`config.mk`:
```
export PLATFORM = sky130hd
export DESIGN_NAME = iptl_front_flat
export DESIGN_NICKNAME = d
export VERILOG_FILES = /design/src/rtl/core/iptl_pkg.sv /design/src/rtl/core/iptl_if.sv /design/src/rtl/core/iptl_front.sv /design/src/flat_wrapper.sv
export SDC_FILE = /design/constraint.sdc
export NUM_CORES = 1
export LEC_CHECK = 0
export BUFFER_PORTS_ARGS = -buffer_cell sky130_fd_sc_hd__buf_2
export CAP_MARGIN = 5
export CORE_MARGIN = 1.5
export CORE_UTILIZATION = 29
export DETAILED_ROUTE_END_ITERATION = 6
export PLACE_DENSITY = 0.94
export SLEW_MARGIN = 25
export SYNTH_ARGS = -nofsm -noshare
export SYNTH_HDL_FRONTEND = slang
export SYNTH_SLANG_ARGS = --single-unit
```
`constraint.sdc`:
```
create_clock -name vclk -period 1.4
set_input_delay 0.07 -clock vclk [all_inputs]
set_output_delay 0.07 -clock vclk [all_outputs]
set_load 0.03 [all_outputs]
```
`src/rtl/core/iptl_pkg.sv`:
```
// ----------------------------------------------------------------------------
// iptl_pkg
// Shared types and codes for the IPv4 trie country lookup block.
// ----------------------------------------------------------------------------
package iptl_pkg;

  typedef enum logic {
    CMD_WRITE  = 1'b0,
    CMD_LOOKUP = 1'b1
  } cmd_t;

  typedef enum logic [1:0] {
    STATUS_FOUND     = 2'd0,
    STATUS_NOT_FOUND = 2'd1,
    STATUS_BROKEN    = 2'd2
  } status_t;

  typedef enum logic {
    BK_IDLE,
    BK_WALK
  } back_state_t;

  localparam int QUEUE_DEPTH = 4;
  localparam int QUEUE_AW    = 2;
  localparam int LAST_LEVEL  = 3;
  localparam logic [15:0] LEAF_MARK = 16'hFFFF;

  // one classified beat waiting for the back end
  typedef struct packed {
    logic        lookup;  // lookup, else trie write
    logic        wr_ok;   // write index lies inside the memory
    logic [15:0] index;
    logic [31:0] data;    // word to write, or address to look up
  } op_t;

  // queue state seen by the back end
  typedef struct packed {
    logic not_empty;
    op_t  head;
  } q_status_t;

endpackage

```
`src/rtl/core/iptl_if.sv`:
```
// ----------------------------------------------------------------------------
// iptl channel interfaces
// Request and result channels with valid/ready handshake.
// ----------------------------------------------------------------------------
interface iptl_in_if;
  logic        valid;
  logic        ready;
  logic        command;
  logic [15:0] word_index;
  logic [31:0] word_value;
  logic [31:0] ip_address;

  modport source (output valid, command, word_index, word_value, ip_address, input ready);
  modport sink   (input valid, command, word_index, word_value, ip_address, output ready);
endinterface


```
`src/rtl/core/iptl_front.sv`:
```
// ----------------------------------------------------------------------------
// iptl_front
// Accepts request beats, classifies them and pushes them into the queue.
// ----------------------------------------------------------------------------
module iptl_front #(
  parameter int MEM_WORDS = 65536
) (
  iptl_in_if.sink      in_ch,
  input  logic         q_ready,
  output logic         q_push,
  output iptl_pkg::op_t q_entry
);
  import iptl_pkg::*;

  logic is_lookup;

  assign is_lookup   = (cmd_t'(in_ch.command) == CMD_LOOKUP);
  assign in_ch.ready = q_ready;
  assign q_push      = in_ch.valid & q_ready;

  always_comb begin
    q_entry.lookup = is_lookup;
    // writes past the end of the memory are dropped
    q_entry.wr_ok  = (32'(in_ch.word_index) < 32'(MEM_WORDS));
    q_entry.index  = in_ch.word_index;
    q_entry.data   = is_lookup ? in_ch.ip_address : in_ch.word_value;
  end

endmodule

```
`src/flat_wrapper.sv`:
```
// flat-port wrapper written by rule: the top's interface ports become plain ports
module iptl_front_flat import iptl_pkg::*;
#(
  parameter int MEM_WORDS = 65536
)
  (q_ready, q_push, q_entry, in_ch_valid, in_ch_command, in_ch_word_index, in_ch_word_value, in_ch_ip_address, in_ch_ready);
  iptl_in_if in_ch_i ();
  input  logic q_ready;
  output logic q_push;
  output iptl_pkg::op_t q_entry;
  input wire logic [$bits(in_ch_i.valid)-1:0] in_ch_valid;
  input wire logic [$bits(in_ch_i.command)-1:0] in_ch_command;
  input wire logic [$bits(in_ch_i.word_index)-1:0] in_ch_word_index;
  input wire logic [$bits(in_ch_i.word_value)-1:0] in_ch_word_value;
  input wire logic [$bits(in_ch_i.ip_address)-1:0] in_ch_ip_address;
  output wire logic [$bits(in_ch_i.ready)-1:0] in_ch_ready;
  assign in_ch_i.valid = in_ch_valid;
  assign in_ch_i.command = in_ch_command;
  assign in_ch_i.word_index = in_ch_word_index;
  assign in_ch_i.word_value = in_ch_word_value;
  assign in_ch_i.ip_address = in_ch_ip_address;
  assign in_ch_ready = in_ch_i.ready;
  iptl_front #(.MEM_WORDS(MEM_WORDS)) u_core (.in_ch(in_ch_i), .q_ready(q_ready), .q_push(q_push), .q_entry(q_entry));
endmodule
```
==> results of run 1 <==
[logic make-up (layout without fill, tap and decap cells)]
logic type    count (synthesis)  in the layout  synth area share (%)
simple gates                  1              1                 0.898
buf+inv                      23            103                  30.7
other cells                   1              1                 0.538
mux                          32             32                  67.9
[worst min-delay path by stage]
| stage | startpoint | endpoint | slack [ns] | cells past startpoint |
|---|---|---|---|---|
| 5_1_grt | in_ch_word_index[2] | q_entry[34] | 0.14 | 0 |
| 6_report | in_ch_word_index[0] | q_entry[32] | 0.14 | 0 |
| 3_5_place_dp | in_ch_word_index[8] | q_entry[40] | 0.14 | 0 |
| 3_3_place_gp | in_ch_word_index[8] | q_entry[40] | 0.14 | 0 |
| 4_1_cts | in_ch_word_index[8] | q_entry[40] | 0.14 | 0 |
| 2_1_floorplan | q_ready | in_ch_ready | 0.27 | 1 |
[Yosys cell counts, drive strengths merged]
cell type	n	area, um2
mux2	32	473
and2	1	6.26
buf	23	214
conb	1	3.75
[cell type report]
type / count / area share (%)
well taps: 28 / 3.34
repair buffers: 103 / 50.6
multi-input cells: 34 / 46.1
[layout by cell type, fill, tap and decap left out]
master	instances
conb_1	1
buf_12	1
mux2_2	2
buf_2	102
mux2_4	30
and2_1	1
[where the power goes]
part	total, W	internal (W)	switching [W]	leakage (nW)
Clock	0	0	0	0
Sequential	0	0	0	0
Combinational	0.000480	0.000227	0.000253	0.672
Total	0.000480	0.000227	0.000253	0.672
[metal layers]
layer | GRT usage [%] | vias to the layer above
li1 | - | 339
met1 | 9.97 | 300
met2 | 25.9 | 55
met3 | 0.862 | 4
met4 | 1.32 | 0
met5 | 0 | -
[through the flow]
step | std cells | cell area [um2] | setup slack, ns | hold WS [ns] | util [%]
CTS | 165 | 1050 | 0.373 | 0.140 | 46.9
global placement | 165 | 1050 | 0.389 | 0.140 | 46.9
global route | 165 | 1050 | 0.337 | 0.140 | 46.9
detailed placement | 165 | 1050 | 0.372 | 0.140 | 46.9
finish | 165 | 1050 | 0.383 | 0.140 | 46.9
floorplan | 57 | 697 | 0.654 | 0.272 | -
==> run_results.csv, run 1 <==
group,metric,value,unit
synthesis,syn_nets,140,
worst_setup_path,crit_top_cell,"buf_2",
cells_and_area,antenna_cells,0,
floorplan,die_h,52.0,um
power,powerDensity,458,mW/mm2
synthesis,syn_inst,57,
synthesis,avgSynthCellArea,12.2,um2
route,wl_met2,1.06,mm
worst_setup_path,critPathArrivalTime,0.95,ns
cells_and_area,nClkBuffers,0,
outcome,status,"finished clean",
worst_setup_path,path_depth,4,
worst_setup_path,cp_slowest_stage_delay,0.36,ns
route,vias,698,
route,vias_per_cell,4.23,
clocking,postCtsSetupBuffers,0,
place,place_congestion,0.721,
grt,grt_pass1_vias,624,
hold_path,hold_path_class,"in2out",
worst_setup_path,crit_path_max_fanout,33,
route,top_layer_used,"met4",
grt,grt_overflow,0,
cells_and_area,multiInputGateArea,483,um2
cells_and_area,n_sequential_cell,0,
worst_setup_path,crit_chain,"buf_2, buf_12, mux2_2, buf_2",
place,io_buffers,102,
grt,antenna_found_initial,0,
grt,grt_max_degree,34,
floorplan,die_w,52.0,um
synthesis,ys_warn_count,0,
cells_and_area,seq_area,0,um2
timing,setup_violations,0,
timing,final.setup.tns,0,ns
worst_setup_path,cp_num_buf_inv,3,
route,initialDrtViolationCount,1,
worst_setup_path,endpoint_kind,"output pin",
worst_setup_path,setup.worst_path.start_class,"input pin",
synthesis,synth.distinct_cells,7,
cells_and_area,area_growth,50.4,%
synthesis,ys_seq_area_share,0,%
timing,finalCritPeriodShare,72.6,%
clocking,ctsHoldBuffers,0,
floorplan,io_pins,135,
cells_and_area,drive_gt1_share,98.5,%
route,wl_met3,230,um
grt,grt_pass1_wl,2.41,mm
route,met1_length,566,um
worst_setup_path,crit_family,"buffers and inverters",
run,cap_violations,0,
worst_setup_path,cpMaxStageDelayCell,"mux2_2",
timing,drv_slew,0,
worst_setup_path,startpoint,"in_ch_command",
route,antenna_left,0,
grt,grt_use_total,11.2,%
cells_and_area,num-nets-final,222,
floorplan,dieArea,0.00271,mm2
worst_setup_path,criticalPathCategory,"in2out",
worst_setup_path,worstPathRequired,1.33,ns
timing,max_freq,0.983,GHz
power,vdd_drop_max,0.321,mV
cells_and_area,n_fill_cell,242,
synthesis,netlist_area,697,um2
clocking,cts_resized,0,
worst_setup_path,crit_end,"q_entry[30]",
timing,hold_violations,0,
route,wl_per_cell,11.3,um
floorplan,rows,17,
route,drt-total-wl,1.87,mm
timing,grt_setup_unrepaired,"false",
floorplan,start_util,31.2,%
route,remaining_drc_errors,0,
power,power,0.000480,W
floorplan,core,0.00223,mm2
timing,period_minus_slack,1.02,ns
power,leakagePower,0.672,nW
route,first_pass_iters,2,
Power figures use the tool's default switching activity.
==> run 2: changes to the inputs <==
Settings changed: CORE_UTILIZATION 29 to 24, PLACE_DENSITY 0.94 to 0.83.
Clock period 1.4 ns to 0.87 ns, I/O delays scaled along.
==> run_results.csv, run 2 (synthesis results as in run 1) <==
group,metric,value,unit
outcome,status,"finished clean",
worst_setup_path,crit_path_max_fanout,7,
route,vias_per_cell,4.33,
timing,period_minus_slack,0.843,ns
cells_and_area,area_growth,75.0,%
grt,grt_pass1_vias,660,
timing,finalCritPeriodShare,96.9,%
route,met1_length,794,um
timing,fin_ws,0.0270,ns
run,cap_violations,0,
floorplan,io_pins,135,
floorplan,core,0.00276,mm2
route,first_pass_iters,4,
grt,grt_overflow,0,
cells_and_area,n_sequential_cell,0,
power,leakagePower,0.741,nW
cells_and_area,final_common_cell,"buf_2",
grt,grt_pass1_wl,3.12,mm
floorplan,dieArea,0.00324,mm2
route,initialDrtViolationCount,25,
grt,grt_max_degree,19,
route,wl_met3,305,um
timing,setup_violations,0,
place,place_ws,-0.0582,ns
hold_path,hold_path_class,"in2out",
cells_and_area,multiInputGateArea,483,um2
route,antenna_left,0,
worst_setup_path,startpoint,"in_ch_command",
worst_setup_path,path_depth,4,
floorplan,rows,19,
cells_and_area,n_fill_cell,280,
cells_and_area,layout.cells.most_common_list,"81 x buf_2, 30 x mux2_4, 13 x buf_4, 8 x buf_6",
worst_setup_path,cpMaxStageDelayCell,"mux2_4",
cells_and_area,nClkBuffers,0,
route,top_layer_used,"met4",
power,vdd_drop_max,0.425,mV
worst_setup_path,crit_chain,"buf_8, clkbuf_16, mux2_4, buf_2",
worst_setup_path,crit_end,"q_entry[2]",
cells_and_area,antenna_cells,0,
cells_and_area,final_area,0.00122,mm2
clocking,ctsHoldBuffers,0,
worst_setup_path,setup.worst_path.start_class,"input pin",
clocking,postCtsSetupBuffers,0,
worst_setup_path,endpoint_kind,"output pin",
floorplan,start_util,25.3,%
worst_setup_path,criticalPathCategory,"in2out",
place,place_area,0.00107,mm2
route,drt-total-wl,2.40,mm
route,vias,744,
worst_setup_path,cp_num_buf_inv,3,
grt,grt_use_total,11.8,%
place,post-dp-hpwl,1.93,mm
cells_and_area,seq_area,0,um2
power,powerDensity,736,mW/mm2
timing,drv_slew,0,
worst_setup_path,crit_family,"buffers and inverters",
cells_and_area,num-nets-final,226,
worst_setup_path,critPathArrivalTime,0.80,ns
worst_setup_path,cp_slowest_stage_delay,0.29,ns
timing,final.setup.tns,0,ns
place,place_congestion,0.739,
route,wl_per_cell,13.9,um
grt,antenna_found_initial,0,
route,remaining_drc_errors,0,
timing,max_freq,1.19,GHz
cells_and_area,drive_gt1_share,98.6,%
place,io_buffers,102,
route,wl_met2,1.29,mm
worst_setup_path,worstPathRequired,0.83,ns
floorplan,die_w,56.9,um
timing,grt_setup_unrepaired,"false",
timing,hold_violations,0,
floorplan,die_h,56.9,um
power,power,0.000898,W
-- run 2: changes by cell type in the layout (fill, tap and decap cells not counted) --
cell       delta
buf_12        +1
buf_2        -21
buf_4        +13
buf_6         +8
buf_8         +1
clkbuf_16     +2
-- run 2: layer usage --
metal	vias up	GRT usage, %
met5	-	0
met4	0	0.664
li1	347	-
met1	314	12.6
met2	79	24.0
met3	4	2.76
-- run 2: worst min-delay path by stage --
stage	start	depth (start not counted)	endpoint	slack [ns]
6_report	in_ch_word_index[2]	0	q_entry[34]	0.09
5_1_grt	in_ch_word_index[2]	0	q_entry[34]	0.09
4_1_cts	in_ch_word_index[5]	0	q_entry[37]	0.09
3_5_place_dp	in_ch_word_index[5]	0	q_entry[37]	0.09
3_3_place_gp	in_ch_word_index[5]	0	q_entry[37]	0.09
2_1_floorplan	q_ready	1	in_ch_ready	0.22
-- run 2: power by group --
| part | internal [W] | switching, W | total, W |
|---|---|---|---|
| clock network | 0 | 0 | 0 |
| registers | 0 | 0 | 0 |
| logic | 0.000460 | 0.000437 | 0.000898 |
-- run 2: timing repair --
action | 4_1_cts | 5_1_grt
endpoints found under the setup margin | 32 | 25
resized for setup | 27 | 4
cloned | 0 | 3
-- run 2: layout make-up --
class              instances  share of cell area, %
multi-input cells         34                   39.6
repair buffers           107                   57.2
well taps                 31                   3.18
-- run 2: metrics by stage --
step | hold WS (ns) | cells | util [%]
finish | 0.0870 | 172 | 44.2
global route | 0.0870 | 172 | 44.2
CTS | 0.0872 | 169 | 41.7
detailed placement | 0.0872 | 169 | 38.9
global placement | 0.0872 | 169 | 38.9
floorplan | 0.219 | 57 | -
