File: src/rtl/core/iptl_pkg.sv
// ----------------------------------------------------------------------------
// iptl_pkg
// Shared types and codes for the IPv4 trie country lookup block.
// ----------------------------------------------------------------------------
package iptl_pkg;

  typedef enum logic {
    CMD_WRITE  = 1'b0,
    CMD_LOOKUP = 1'b1
  } cmd_t;

  typedef enum logic [1:0] {
    STATUS_FOUND     = 2'd0,
    STATUS_NOT_FOUND = 2'd1,
    STATUS_BROKEN    = 2'd2
  } status_t;

  typedef enum logic {
    BK_IDLE,
    BK_WALK
  } back_state_t;

  localparam int QUEUE_DEPTH = 4;
  localparam int QUEUE_AW    = 2;
  localparam int LAST_LEVEL  = 3;
  localparam logic [15:0] LEAF_MARK = 16'hFFFF;

  // one classified beat waiting for the back end
  typedef struct packed {
    logic        lookup;  // lookup, else trie write
    logic        wr_ok;   // write index lies inside the memory
    logic [15:0] index;
    logic [31:0] data;    // word to write, or address to look up
  } op_t;

  // queue state seen by the back end
  typedef struct packed {
    logic not_empty;
    op_t  head;
  } q_status_t;

endpackage

File: src/rtl/core/iptl_queue.sv
// ----------------------------------------------------------------------------
// iptl_queue
// Short register queue between the front and the back end.
// ----------------------------------------------------------------------------
module iptl_queue (
  input  logic                clk,
  input  logic                rst_n,
  input  logic                push,
  input  iptl_pkg::op_t       push_entry,
  output logic                push_ready,
  input  logic                pop,
  output iptl_pkg::q_status_t q_status
);
  import iptl_pkg::*;

  op_t                 entries_r [QUEUE_DEPTH];
  logic [QUEUE_AW-1:0] wr_ptr_r, wr_ptr_nxt;
  logic [QUEUE_AW-1:0] rd_ptr_r, rd_ptr_nxt;
  logic [QUEUE_AW:0]   count_r, count_nxt;
  logic                do_push, do_pop;

  assign push_ready = (count_r != (QUEUE_AW+1)'(QUEUE_DEPTH));
  assign do_push    = push & push_ready;
  assign do_pop     = pop & (count_r != '0);

  assign q_status.not_empty = (count_r != '0);
  assign q_status.head      = entries_r[rd_ptr_r];

  always_comb begin
    wr_ptr_nxt = do_push ? wr_ptr_r + 1'b1 : wr_ptr_r;
    rd_ptr_nxt = do_pop  ? rd_ptr_r + 1'b1 : rd_ptr_r;
    count_nxt  = count_r;
    if (do_push && !do_pop) begin
      count_nxt = count_r + 1'b1;
    end else if (do_pop && !do_push) begin
      count_nxt = count_r - 1'b1;
    end
  end

  always_ff @(posedge clk) begin
    if (!rst_n) begin
      wr_ptr_r <= '0;
      rd_ptr_r <= '0;
      count_r  <= '0;
    end else begin
      wr_ptr_r <= wr_ptr_nxt;
      rd_ptr_r <= rd_ptr_nxt;
      count_r  <= count_nxt;
    end
  end

  always_ff @(posedge clk) begin
    if (do_push) begin
      entries_r[wr_ptr_r] <= push_entry;
    end
  end

endmodule

File: config.mk
export PLATFORM = sky130hd
export DESIGN_NAME = iptl_queue
export DESIGN_NICKNAME = d
export VERILOG_FILES = /design/src/rtl/core/iptl_pkg.sv /design/src/rtl/core/iptl_queue.sv
export SDC_FILE = /design/constraint.sdc
export NUM_CORES = 1
export LEC_CHECK = 0
export BUFFER_PORTS_ARGS = -buffer_cell sky130_fd_sc_hd__buf_2
export CAP_MARGIN = 30
export CORE_MARGIN = 2
export CORE_UTILIZATION = 57
export DETAILED_ROUTE_END_ITERATION = 6
export HOLD_SLACK_MARGIN = 0.05
export PLACE_DENSITY = 0.79
export SLEW_MARGIN = 20
export SYNTH_ARGS = -nofsm -noshare
export SYNTH_HDL_FRONTEND = slang
export SYNTH_SLANG_ARGS = --single-unit
File: constraint.sdc
create_clock -name clk -period 3.2 [get_ports clk]
set_clock_uncertainty 0.15 [all_clocks]
set_input_delay 0.64 -clock clk [delete_from_list [all_inputs] [get_ports clk]]
set_output_delay 0.64 -clock clk [all_outputs]
set_load 0.01 [all_outputs]
==> metrics.cfg, run 1 <==
[clock_network]
htreeDepth = 1
cts_buffer_depth = 3
clk_pin_slew_ns = 0.06
cts-resized-gates = 0
cts.sinks = 209
hold_buffers = 0
clock_latency_ns = 0.47
cts_tree = yes
postCtsSetupBuffers = 0
cts-buffers-inserted = 20
clock-root-buffer = clkbuf_16

[synthesis]
synthArstFlopShare_pct = 0
netlist_instances = 310
ys_warn_count = 0
synth_cell_types = 24
synth_edf_count = 200
syn_nets = 370
avgSynthCellArea_sq_um = 25.1
synth_top_area_share_pct = 77.3
synth_top_area_cell = edfxtp_1
synthFlopType = edfxtp_1
synth_seq_area_share_pct = 79.6
syn_area_sq_mm = 0.00777
ys_seq_elements = 209
synthTopCellsByArea = edfxtp_1 (77%), mux4_2 (14%), dfxtp_1 (2.3%), buf_12 (1.3%), ha_1 (0.81%)
synth_common_cells = edfxtp_1 (200), mux4_2 (50), dfxtp_1 (9)
synth.most_common_cell = edfxtp_1

[drt]
dr.pass1.iters = 4
via_count = 3491
wire_per_inst_um = 20.0
drtAntennaViolNets = 0
finalWirelength_mm = 12.5
first_iter_violations = 284
viasPerCell = 5.57
route.detailed.drc = 0

[timing]
finalHoldViolCount = 0
setup_ws_ns = 0.361
tns_ns = 0
setup_viol_count_final = 0
slew_headroom_pct = 66.5
max_freq_mhz = 352
layout_worst_path_cycle_share_pct = 88.7
rsz0062_at_grt = no
final_max_slew_viol_count = 0
layout_min_cycle_time_ns = 2.84
worst_pin_slew_ns = 0.503

[place]
post-dp-hpwl_mm = 7.52
placed_area_sq_mm = 0.00851
dp_worst_setup_slack_ns = 0.627
gp_congestion = 0.699
port_buffers = 105

[worst_setup_path]
cp-start-kind = flip-flop
cp_max_fo = 15
timing.rr.start = count_r[0]
regToRegSetupSlack_ns = 0.71
reg2reg_depth = 8
arrival_ns = 2.05
path_class = reg2out
crit_required_ns = 2.41
r2r-end = count_r[2]
endpoint_kind = primary output

[global_route]
grt_max_degree = 51
grt_overflow_total = 0
grtUsageTotal_pct = 17.8
first_global_vias = 3711
grt_pass1_wl_mm = 19.7
antenna_found_initial = 2

[status]
status = finished clean

[die]
die_w_um = 121
coreArea_sq_mm = 0.0133
start_util_pct = 58.4
rows = 42
die-height_um = 121
io-pin-count = 106
fp.dieArea_sq_mm = 0.0146

[min_path]
min_path_type = in2reg
hold_depth = 1
hold_path_end = entries_r[1][30]
worstHoldStart = push_entry[30]

[final_layout]
final_nets = 495
layout.cell_area.non_filler_sq_mm = 0.00918
nFillCells = 821
drive_gt1_share_pct = 44.5
seq_area_sq_mm = 0.00619
area_growth_pct = 18.2
multiInputGateArea_sq_mm = 0.00143

[power_and_ir_drop]
powerDensity_mw_per_mm2 = 813
cellLeakagePower_nw = 3.11
max-vdd-ir-drop_mv = 0.494

[flow_run]
maxCapViolations = 0

[logic make-up after synthesis]
family,share of synthesized area [%]
compound gates,0.789
xor+xnor,0.451
fa+ha+maj,1.06
buf+inv,2.00
flops,79.6
mux,14.9
simple gates,1.18
[sequential cells by signal, indices dropped and copies added, names as in the netlist, named ones only]
name and flops:
rd_ptr_r 2, entries_r 200, wr_ptr_r 2, count_r 3
[power by group]
part	leakage (nW)	switching, W	internal, W
clock network	0.319	0.000903	0.00145
registers	1.91	0.000145	0.00333
logic	0.883	0.000798	0.000842
total	3.11	0.00185	0.00561
[worst max path at each step]
stage | cells past startpoint | end | from
final | 3 | q_status[35] | flip-flop
after global routing | 3 | q_status[35] | flip-flop
after CTS | 3 | q_status[46] | flip-flop
after detailed placement | 8 | count_r[2] | push
after global placement | 8 | count_r[2] | push
after floorplan | 2 | entries_r[0][0] | push
[through the flow]
step | utilization (%) | hold WS (ns) | power (W) | cells
floorplan | - | 0.318 | 0.00471 | 310
global placement | 64.0 | 0.328 | 0.00517 | 589
detailed placement | 64.0 | 0.338 | 0.00521 | 589
CTS | 69.0 | 0.217 | 0.00755 | 625
global route | 69.0 | 0.215 | 0.00778 | 626
finish | 69.0 | 0.231 | 0.00746 | 627
[per-layer routing]
layer / part of all wire, % / up-vias / global-route usage [%]
li1: - / 1562 / -
met1: 43 / 1800 / 24.9
met2: 49 / 104 / 28.4
met3: 5.6 / 25 / 3.87
met4: 2.2 / 0 / 5.89
met5: 0 / - / 0
[placed cells by master, fill, tap and decap left out, drive strengths merged, types with 2 or more instances in the layout]
cell type  synthesis  final
clkinv             0      4
nand2              5      5
mux4              50     50
bufinv             0      3
mux2i              3      3
xnor2              3      3
or3                2      2
dfxtp              9      9
edfxtp           200    200
ha                 5      5
and2               8      8
inv                3      3
buf               12    116
diode              0      2
clkbuf             1     29
a21boi             2      2
[worst max-delay path, cell delays in order (launching register included)]
cell and delay, ns:
dfxtp_4 0.54, buf_4 0.33, mux4_2 0.54, buf_2 0.16
[final cells by class]
type                       instances  share of cell area [%]
inverter                           3                   0.123
timing repair buffer             116                    7.17
clock inverter                     7                    1.16
sequential                       209                    67.4
antenna                            2                  0.0545
multi-input combinational         85                    15.6
clock buffer                      29                    6.05
tap                              176                    2.40
No activity file was read; power rests on OpenSTA's default activity.
==> run 2, diff against run 1 <==
--- a/config.mk
+++ b/config.mk
@@ -11,7 +11,7 @@
 export CORE_UTILIZATION = 57
 export DETAILED_ROUTE_END_ITERATION = 6
 export HOLD_SLACK_MARGIN = 0.05
-export PLACE_DENSITY = 0.79
+export PLACE_DENSITY = 0.9
 export SLEW_MARGIN = 20
 export SYNTH_ARGS = -nofsm -noshare
 export SYNTH_HDL_FRONTEND = slang
==> run 2 against run 1 <==
Effect of this change:
- critical path depth stayed put
- sequential power is 1% lower
- combinational power is 4% higher
- count of clock-buffer cells in the layout is 3 lower
- global-route usage is 1.1 points higher
- via count is 0.17% higher
- total power is 0.45% higher
- routed wire length is 4.8% higher
- critical endpoint is now q_status[0]
- largest power group unchanged
- highest routed layer unchanged
==> metrics.cfg, run 2 (synthesis results as in run 1) <==
[status]
status = finished clean

[final_layout]
antennaDiodeCount = 0  ; -2
layout_commonest_cell = edfxtp_1
largest_reg_flops = 200  ; unchanged
mostFrequentLayoutCells = edfxtp_1 (200), buf_2 (105), mux4_2 (50)
final_cells = 626  ; -0.16%
regMostFlops = entries_r
drive_gt1_share_pct = 45.1  ; +0.57 points
top_regs = entries_r (200), count_r (3)
final_nets = 497  ; +0.40%
area_growth_pct = 18.4
final_core_util_pct = 69.2  ; +0.13 points

[timing]
worst_pin_slew_ns = 0.527  ; +0.0242 ns
layout_worst_path_cycle_share_pct = 84.7  ; -4.0 points
slew_headroom_pct = 64.8  ; -1.6 points
setup_ws_ns = 0.488  ; +0.127 ns
rsz0062_at_grt = no
fin_hold_ws_ns = 0.230  ; -0.00113 ns
final_max_slew_viol_count = 0  ; unchanged
tns_ns = 0  ; unchanged
max_freq_mhz = 369  ; +4.7%
setup_viol_count_final = 0  ; unchanged
finalHoldViolCount = 0  ; unchanged
layout_min_cycle_time_ns = 2.71  ; -0.127 ns

[die]
die_w_um = 121  ; unchanged
die-height_um = 121  ; unchanged
start_util_pct = 58.4  ; unchanged
coreArea_sq_mm = 0.0133  ; unchanged
fp.dieArea_sq_mm = 0.0146  ; unchanged
rows = 42  ; unchanged
io-pin-count = 106  ; unchanged

[place]
dp_worst_setup_slack_ns = 0.551  ; -0.0760 ns
gp_congestion = 0.751  ; +7.6%
post-dp-hpwl_mm = 8.05  ; +7.1%
placedCellCount = 590  ; +0.17%
port_buffers = 105  ; unchanged

[clock_network]
htreeDepth = 1  ; unchanged
clock_latency_ns = 0.47  ; about the same
cts-buffers-inserted = 21  ; +5.0%
clk_pin_slew_ns = 0.06  ; about the same
hold_buffers = 0  ; unchanged
postCtsSetupBuffers = 0  ; unchanged
cts_buffer_depth = 3  ; unchanged
cts-resized-gates = 0  ; unchanged
clock-root-buffer = clkbuf_16
cts.sinks = 209  ; unchanged
cts_tree = yes

[power_and_ir_drop]
seqPwrFrac_pct = 45.8  ; -0.7 points
switchingPower_w = 0.00188  ; +1.8%
power.internal_w = 0.00562  ; about the same
combPwrFrac_pct = 22.7  ; +0.7 points
max-vdd-ir-drop_mv = 0.507  ; +2.6%
cellLeakagePower_nw = 3.12  ; +0.43%
pwr-share-clk_pct = 31.4  ; about the same
p_sw_share_pct = 25.1  ; +0.32 points
powerDensity_mw_per_mm2 = 815  ; +0.26%

[drt]
dr.pass1.iters = 4  ; unchanged
viasPerCell = 5.59  ; +0.33%
finalWirelength_mm = 13.1  ; +4.8%
route.detailed.drc = 0  ; unchanged
wire_per_inst_um = 21.0  ; +5.0%
via_count = 3497  ; +0.17%
drtAntennaViolNets = 0  ; unchanged
first_iter_violations = 340  ; +20%

[worst_setup_path]
cp-start-kind = flip-flop
timing.rr.start = count_r[0]
max_stage_delay_ns = 0.57  ; +0.03 ns
endpoint_kind = primary output
crit_required_ns = 2.41  ; about the same
slowest_stage = mux4_2
cp_max_fo = 19  ; +4
path_cells = buf_4 -> mux4_2 -> buf_2
path_class = reg2out
arrival_ns = 1.92  ; -0.13 ns

[flow_run]
maxCapViolations = 0  ; unchanged

[min_path]
worstHoldStart = push_entry[41]
min_path_type = in2reg

[global_route]
first_global_vias = 3728  ; +0.46%
grt_max_degree = 34  ; -33%
grt_overflow_total = 0  ; unchanged
grt_pass1_wl_mm = 20.5  ; +4.3%
antenna_found_initial = 1  ; -1
grtUsageTotal_pct = 18.9  ; +1.1 points

-- run 2: power groups by stage --
| stage | sequential (W) | combinational, W | clock [W] |
|---|---|---|---|
| after global placement | 0.00346 | 0.00170 | 0 |
| final | 0.00343 | 0.00170 | 0.00236 |
| after floorplan | 0.00346 | 0.00125 | 0 |
| after CTS | 0.00344 | 0.00175 | 0.00240 |
| after global routing | 0.00346 | 0.00185 | 0.00250 |
| after detailed placement | 0.00349 | 0.00174 | 0 |
-- run 2: metrics by stage --
stage / power (W) / instance area [sq um]
final: 0.00749 / 9200
after global routing: 0.00780 / 9200
after detailed placement: 0.00523 / 8530
after CTS: 0.00759 / 9200
after global placement: 0.00516 / 8530
after floorplan: 0.00471 / 7770
-- run 2: routing by layer --
metal,wire length (um),track usage (%),part of all wire (%)
met5,0,0,0
met4,225,4.51,1.7
met3,883,4.67,6.7
met2,6690,32.2,51
met1,5350,24.9,41
-- run 2: cell type report --
class | instances | area [sq um]
clock buffers | 26 | 544
multi-input cells | 85 | 1430
flip-flops and latches | 209 | 6190
well taps | 176 | 220
clock inverters | 10 | 120
repair buffers | 117 | 678
fillers | 821 | 4100
inverters | 3 | 11.3
-- run 2: worst paths after layout --
kind	slack, ns	cells past startpoint	to
worst min register to register	0.35	2	wr_ptr_r[1]
worst max register to register	0.61	8	count_r[2]
worst min-delay path	0.23	1	entries_r[0][41]
worst max-delay path	0.49	3	q_status[0]
-- run 2: worst max-delay path: cells and delay by family, from the launching register on --
kind,cells,cell delay (ns)
buf+inv,2,0.51
mux,1,0.57
flops,1,0.35
